--- src/rtl/core/atc_pkg.sv ---
`timescale 1ns / 1ps
`default_nettype none
package atc_pkg;
	localparam int FRAC_BITS_DEF = 16;
	localparam int WORD_BITS_DEF = 32;
	localparam int CORDIC_STEPS_DEF = 16;
	localparam int DATA_W = 32;
	localparam int ATAN_LEN = 24;
	localparam int STEP_W = 5;
	localparam logic signed [33:0] CORDIC_GAIN = 34'sd652032874;
	localparam logic signed [31:0] DEG_TO_RAD = 32'sd18740330;

	typedef enum logic [2:0] {
		OP_SCALE = 3'd0,
		OP_ROTATE = 3'd1,
		OP_TRANSLATE = 3'd2,
		OP_SHEAR_X = 3'd3,
		OP_SHEAR_Y = 3'd4
	} op_t;

	typedef enum logic [2:0] {
		ST_IDLE,
		ST_REDUCE,
		ST_FOLD,
		ST_ANGLE,
		ST_CORDIC,
		ST_BUILD,
		ST_MUL,
		ST_OUT
	} state_t;

	typedef struct packed {
		logic load;
		logic reduce;
		logic fold;
		logic cordic_start;
		logic cordic_step;
		logic build;
		logic mul_start;
		logic mul_step;
		logic commit;
	} cmd_t;

	typedef struct packed {
		logic is_rotate;
		logic cordic_last;
		logic mul_last;
	} sts_t;

	function automatic logic signed [33:0] atan_q30(input logic [STEP_W-1:0] i);
		logic signed [33:0] r;
		begin
			unique case (i)
				5'd0: r = 34'sd843314857;
				5'd1: r = 34'sd497837829;
				5'd2: r = 34'sd263043837;
				5'd3: r = 34'sd133525159;
				5'd4: r = 34'sd67021687;
				5'd5: r = 34'sd33543516;
				5'd6: r = 34'sd16775851;
				5'd7: r = 34'sd8388437;
				5'd8: r = 34'sd4194283;
				5'd9: r = 34'sd2097149;
				5'd10: r = 34'sd1048576;
				5'd11: r = 34'sd524288;
				5'd12: r = 34'sd262144;
				5'd13: r = 34'sd131072;
				5'd14: r = 34'sd65536;
				5'd15: r = 34'sd32768;
				5'd16: r = 34'sd16384;
				5'd17: r = 34'sd8192;
				5'd18: r = 34'sd4096;
				5'd19: r = 34'sd2048;
				5'd20: r = 34'sd1024;
				5'd21: r = 34'sd512;
				5'd22: r = 34'sd256;
				5'd23: r = 34'sd128;
				default: r = 34'sd0;
			endcase
			return r;
		end
	endfunction
endpackage
`default_nettype wire

--- src/rtl/core/atc_ctrl.sv ---
`timescale 1ns / 1ps
`default_nettype none
module atc_ctrl (
	input wire logic clk,
	input wire logic arst_n,
	input wire logic in_valid,
	output logic in_stall,
	output logic out_valid,
	input wire logic out_stall,
	input wire atc_pkg::sts_t sts,
	output atc_pkg::cmd_t cmd
);
	atc_pkg::state_t state_q, state_next;

	always_ff @(posedge clk or negedge arst_n) begin
		if (!arst_n) state_q <= atc_pkg::ST_IDLE;
		else state_q <= state_next;
	end

	always_comb begin
		state_next = state_q;
		unique case (state_q)
			atc_pkg::ST_IDLE: if (in_valid) state_next = atc_pkg::ST_REDUCE;
			atc_pkg::ST_REDUCE: state_next = sts.is_rotate ? atc_pkg::ST_FOLD
				: atc_pkg::ST_BUILD;
			atc_pkg::ST_FOLD: state_next = atc_pkg::ST_ANGLE;
			atc_pkg::ST_ANGLE: state_next = atc_pkg::ST_CORDIC;
			atc_pkg::ST_CORDIC: if (sts.cordic_last) state_next = atc_pkg::ST_BUILD;
			atc_pkg::ST_BUILD: state_next = atc_pkg::ST_MUL;
			atc_pkg::ST_MUL: if (sts.mul_last) state_next = atc_pkg::ST_OUT;
			atc_pkg::ST_OUT: if (!out_stall) state_next = atc_pkg::ST_IDLE;
			default: state_next = atc_pkg::ST_IDLE;
		endcase
	end

	always_comb begin
		cmd = '0;
		in_stall = 1'b1;
		out_valid = 1'b0;
		unique case (state_q)
			atc_pkg::ST_IDLE: begin
				in_stall = 1'b0;
				cmd.load = in_valid;
			end
			atc_pkg::ST_REDUCE: cmd.reduce = 1'b1;
			atc_pkg::ST_FOLD: cmd.fold = 1'b1;
			atc_pkg::ST_ANGLE: cmd.cordic_start = 1'b1;
			atc_pkg::ST_CORDIC: cmd.cordic_step = 1'b1;
			atc_pkg::ST_BUILD: begin
				cmd.build = 1'b1;
				cmd.mul_start = 1'b1;
			end
			atc_pkg::ST_MUL: begin
				cmd.mul_step = 1'b1;
				cmd.commit = sts.mul_last;
			end
			atc_pkg::ST_OUT: out_valid = 1'b1;
			default: ;
		endcase
	end

	a_out_only_in_out: assert property (@(posedge clk) disable iff (!arst_n)
		out_valid |-> state_q == atc_pkg::ST_OUT) else $error("out valid outside out");
	a_no_accept_busy: assert property (@(posedge clk) disable iff (!arst_n)
		!in_stall |-> !out_valid) else $error("accept while busy");
	a_commit_then_out: assert property (@(posedge clk) disable iff (!arst_n)
		cmd.commit |=> out_valid) else $error("commit not followed by result");
endmodule
`default_nettype wire

--- config.mk ---
export PLATFORM = sky130hd
export DESIGN_NAME = atc_ctrl
export DESIGN_NICKNAME = d
export VERILOG_FILES = /design/src/rtl/core/atc_pkg.sv /design/src/rtl/core/atc_ctrl.sv
export SDC_FILE = /design/constraint.sdc
export NUM_CORES = 1
export LEC_CHECK = 0
export ABC_CLOCK_PERIOD_IN_PS = 3500
export BUFFER_PORTS_ARGS = -buffer_cell sky130_fd_sc_hd__clkbuf_2
export CAP_MARGIN = 10
export CORE_AREA = 4 4 41 43
export CTS_CLUSTER_SIZE = 14
export DETAILED_ROUTE_END_ITERATION = 10
export DIE_AREA = 0 0 45 47
export MAX_ROUTING_LAYER = met4
export PLACE_DENSITY = 0.48
export REMOVE_ABC_BUFFERS = 1
export SKIP_LAST_GASP = 1
export SYNTH_ARGS = -nofsm -noshare
export SYNTH_HDL_FRONTEND = slang
export SYNTH_SLANG_ARGS = --single-unit
--- constraint.sdc ---
create_clock -name clk -period 3.5 [get_ports clk]
set_clock_uncertainty 0.1 [all_clocks]
set_input_delay 0.175 -clock clk [delete_from_list [all_inputs] [get_ports clk]]
set_output_delay 0.175 -clock clk [all_outputs]
set_load 0.1 [all_outputs]
==> results.md <==
- Result of the run: finished clean
- Distinct cell type count of the synthesized netlist: 24
- Share of the synthesized area in the top cell type: 24.79%
- Peak fanout along the critical path: 13
- Total number of cells along the worst setup path: 4
- Most instantiated library cell after synthesis: sky130_fd_sc_hd__nor2_1
- Wire length of the first global-routing pass: 1.076 mm
- Area of the core region: 1301 um2
- Pin count of the biggest net entering global routing: 14
- Total Neg Setup Slack: 0 ps
- Post-Synthesis Mean Instance Area: 8.411 um2
- Synth area leaders: sky130_fd_sc_hd__dfrtp_1, sky130_fd_sc_hd__buf_6, sky130_fd_sc_hd__and2_1
- Number of gates resized after CTS: 0
- Post-route clock period utilization: 57.22%
- Total number of nets in the final design: 62
- Number of iterations in the first detailed-routing pass: 4
- Post-synthesis to final-layout area growth: 34.71%
- CP startpoint kind: flop
- Yosys warns: 0
- Post-synth EDFFs: 0
- Timing-limited maximum frequency: 499.3 MHz
- Floorplan die width: 45 um
- Fill cell total of the finished layout: 160
- Clk buf depth: 2
- Crit path required time: 3220 ps
- Largest registers: state_q: 3 flops
- H-tree levels: 1
- Average wire per cell in the routed design: 10.29 um
- Share of synthesized area occupied by flip-flops and latches: 24.79%
- RD Place Congestion: 0.7014
- Number of antenna-violating nets in the routed design: 0
- Quantity of hold-fixing buffers added after cts: 1
- Slew of the pin with the lowest slew margin: 543.3 ps
- Count of routing violations after the opening detailed-route iteration: 9
- Top FF cell, synth: sky130_fd_sc_hd__dfrtp_1
- Top cell type by total area after synthesis: sky130_fd_sc_hd__dfrtp_1
- Number of global-route vias before repair: 285
- CTS tree: done
- Drt via density: 4.362
- Unrepaired setup endpoints after global routing: false
- Fraction of layout cells with a size suffix above 1: 42.59%
- Register name with the most flops: state_q
- Clk Latency, worst-skew pair: 240 ps
- Number of hold-slack violations in the final timing report: 0
- Cell class contributing the biggest share of worst-path delay: flip-flops
- Critical path data arrival time: 1730 ps
- Vertical die dimension: 47 um
- Number of placement rows: 13
- Synth cell count leaders: sky130_fd_sc_hd__nor2_1, sky130_fd_sc_hd__and2_1, sky130_fd_sc_hd__dfrtp_1, sky130_fd_sc_hd__nand2b_1
- Multi-input gate area in the final layout: 188.9 um2
- Starting density of the core: 23.27%
- I/O Pins: 18
- Category of the critical setup timing path: reg -> out
- Number of setup buffers added after CTS: 0
- Port Buffer Count: 17
- Clock edge transition at the registers on the reported setup and hold paths: 40 ps
- Final Max Tran Viols: 0
- Reg area: 75.07 um2
- Post-route DRC violation count: 0
- CP Cell Sequence: and2_1, nor2b_1, and2_1, clkbuf_2
- Buffer and inverter count on the worst path: 1
- Max FFs per register: 3
- Total of max-cap violations: 0
- Synthesized instance count: 36
- Number of antenna violations at the first check in global routing: 0
- Root buffer selected by CTS: sky130_fd_sc_hd__clkbuf_4
- Path type of the worst min-delay path: in -> reg
- DRT Wirelength: 710 um
- Cell type of the slowest stage on the worst timing path: sky130_fd_sc_hd__dfrtp_1
- Post-Synthesis Cell Area: 302.8 um2
- Most used cell along the critical path: sky130_fd_sc_hd__and2_1
- Number of antenna repair diodes: 0
- Total Routing Usage GR: 7.441%
- CTS sink cnt: 3
- Post-synthesis async set-or-reset flop share: 100.0%
- Number of buffers created by CTS: 3
- Hold Crit Depth: 3
- HPWL reported at the end of detailed placement: 524.3 um
- Die Outline Area: 2115 um2
- Total global routing overflow: 0
- Vias: 301
- Rel. slew slack: 63.94%
- Final critical-path required period: 2003 ps
- Worst Reg-to-Reg Cells: 3
- Register bit count reported by yosys: 3
- Total setup violations reported at the end of the flow: 0
- Slowest stage delay, CP: 540 ps
- Category of the worst setup path capture point: output pin
-- cell families (layout without fill, tap and decap cells) --
kind of cell           after synthesis  after routing  share of synthesized area [%]
and+or+nand+nor                     22             22                          43.81
AOI/OAI and AO/OA                    4              4                          11.57
buffers and inverters                5             23                          12.81
DFF                                  3              3                          24.79
muxes                                2              2                          7.025
-- per-layer routing --
layer	GRT usage, %	vias to the layer above	part of all wire [%]
li1	-	156	-
met1	8.009	130	44
met2	11.30	15	46
met3	1.533	0	10
met4	7.018	0	0
met5	-	-	0
-- stage by stage --
stage / utilization [%] / instance area, um2 / setup WS (ps) / cells / hold WS, ps
after floorplan: - / 267.8 / 255.9 / 32 / -220.6
after global placement: 28.56 / 371.6 / 1757 / 64 / -124.1
after detailed placement: 28.56 / 371.6 / 1736 / 64 / -124.5
after CTS: 31.35 / 407.9 / 1479 / 69 / 111.5
after global routing: 31.35 / 407.9 / 1380 / 69 / 129.3
final: 31.35 / 407.9 / 1497 / 69 / 113.8
-- placed cells by master (no fill, tap or decap) --
cell type and n:
sky130_fd_sc_hd__nor2_2 1, sky130_fd_sc_hd__or3_4 1, sky130_fd_sc_hd__or2_0 1, sky130_fd_sc_hd__a32oi_2 1, sky130_fd_sc_hd__and3b_1 1, sky130_fd_sc_hd__nor3_1 1, sky130_fd_sc_hd__nand3b_1 1, sky130_fd_sc_hd__nor3b_1 2
sky130_fd_sc_hd__o31ai_1 1, sky130_fd_sc_hd__clkbuf_4 3, sky130_fd_sc_hd__and3_1 1, sky130_fd_sc_hd__dlygate4sd3_1 1, sky130_fd_sc_hd__a21oi_1 1, sky130_fd_sc_hd__nor2b_1 1, sky130_fd_sc_hd__and2_1 3, sky130_fd_sc_hd__nand2_1 2
sky130_fd_sc_hd__clkbuf_2 17, sky130_fd_sc_hd__inv_1 1, sky130_fd_sc_hd__clkbuf_1 1, sky130_fd_sc_hd__nand2b_1 3, sky130_fd_sc_hd__nor2_1 4, sky130_fd_sc_hd__dfrtp_1 3, sky130_fd_sc_hd__mux2_1 1, sky130_fd_sc_hd__mux2i_1 1
sky130_fd_sc_hd__a31oi_1 1
-- final timing paths --
path,end,slack [ps],startpoint
worst max register to register,state_q[0],1960,state_q[0]
worst max-delay path,cmd[0],1500,state_q[2]
min in group asynchronous,state_q[1],170,arst_n
max in group asynchronous,state_q[0],3020,arst_n
worst min register to register,state_q[2],620,state_q[2]
worst min-delay path,state_q[1],110,out_stall
-- layout make-up --
cell class / count / area share [%]
clock buffers: 4 / 6.442
repair buffers: 18 / 23.31
multi-input cells: 28 / 46.32
flip-flops and latches: 3 / 18.40
inverters: 1 / 0.9202
well taps: 15 / 4.601
-- worst reg2reg max path, cell delays in order, from the launching register on --
cell                       delay [ps]
sky130_fd_sc_hd__dfrtp_1          500
sky130_fd_sc_hd__nand2b_1         220
sky130_fd_sc_hd__a32oi_2          260
sky130_fd_sc_hd__mux2_1           350
Power is not shown: default switching activity piles up to over one toggle a cycle in this logic, so the estimate is an artifact.
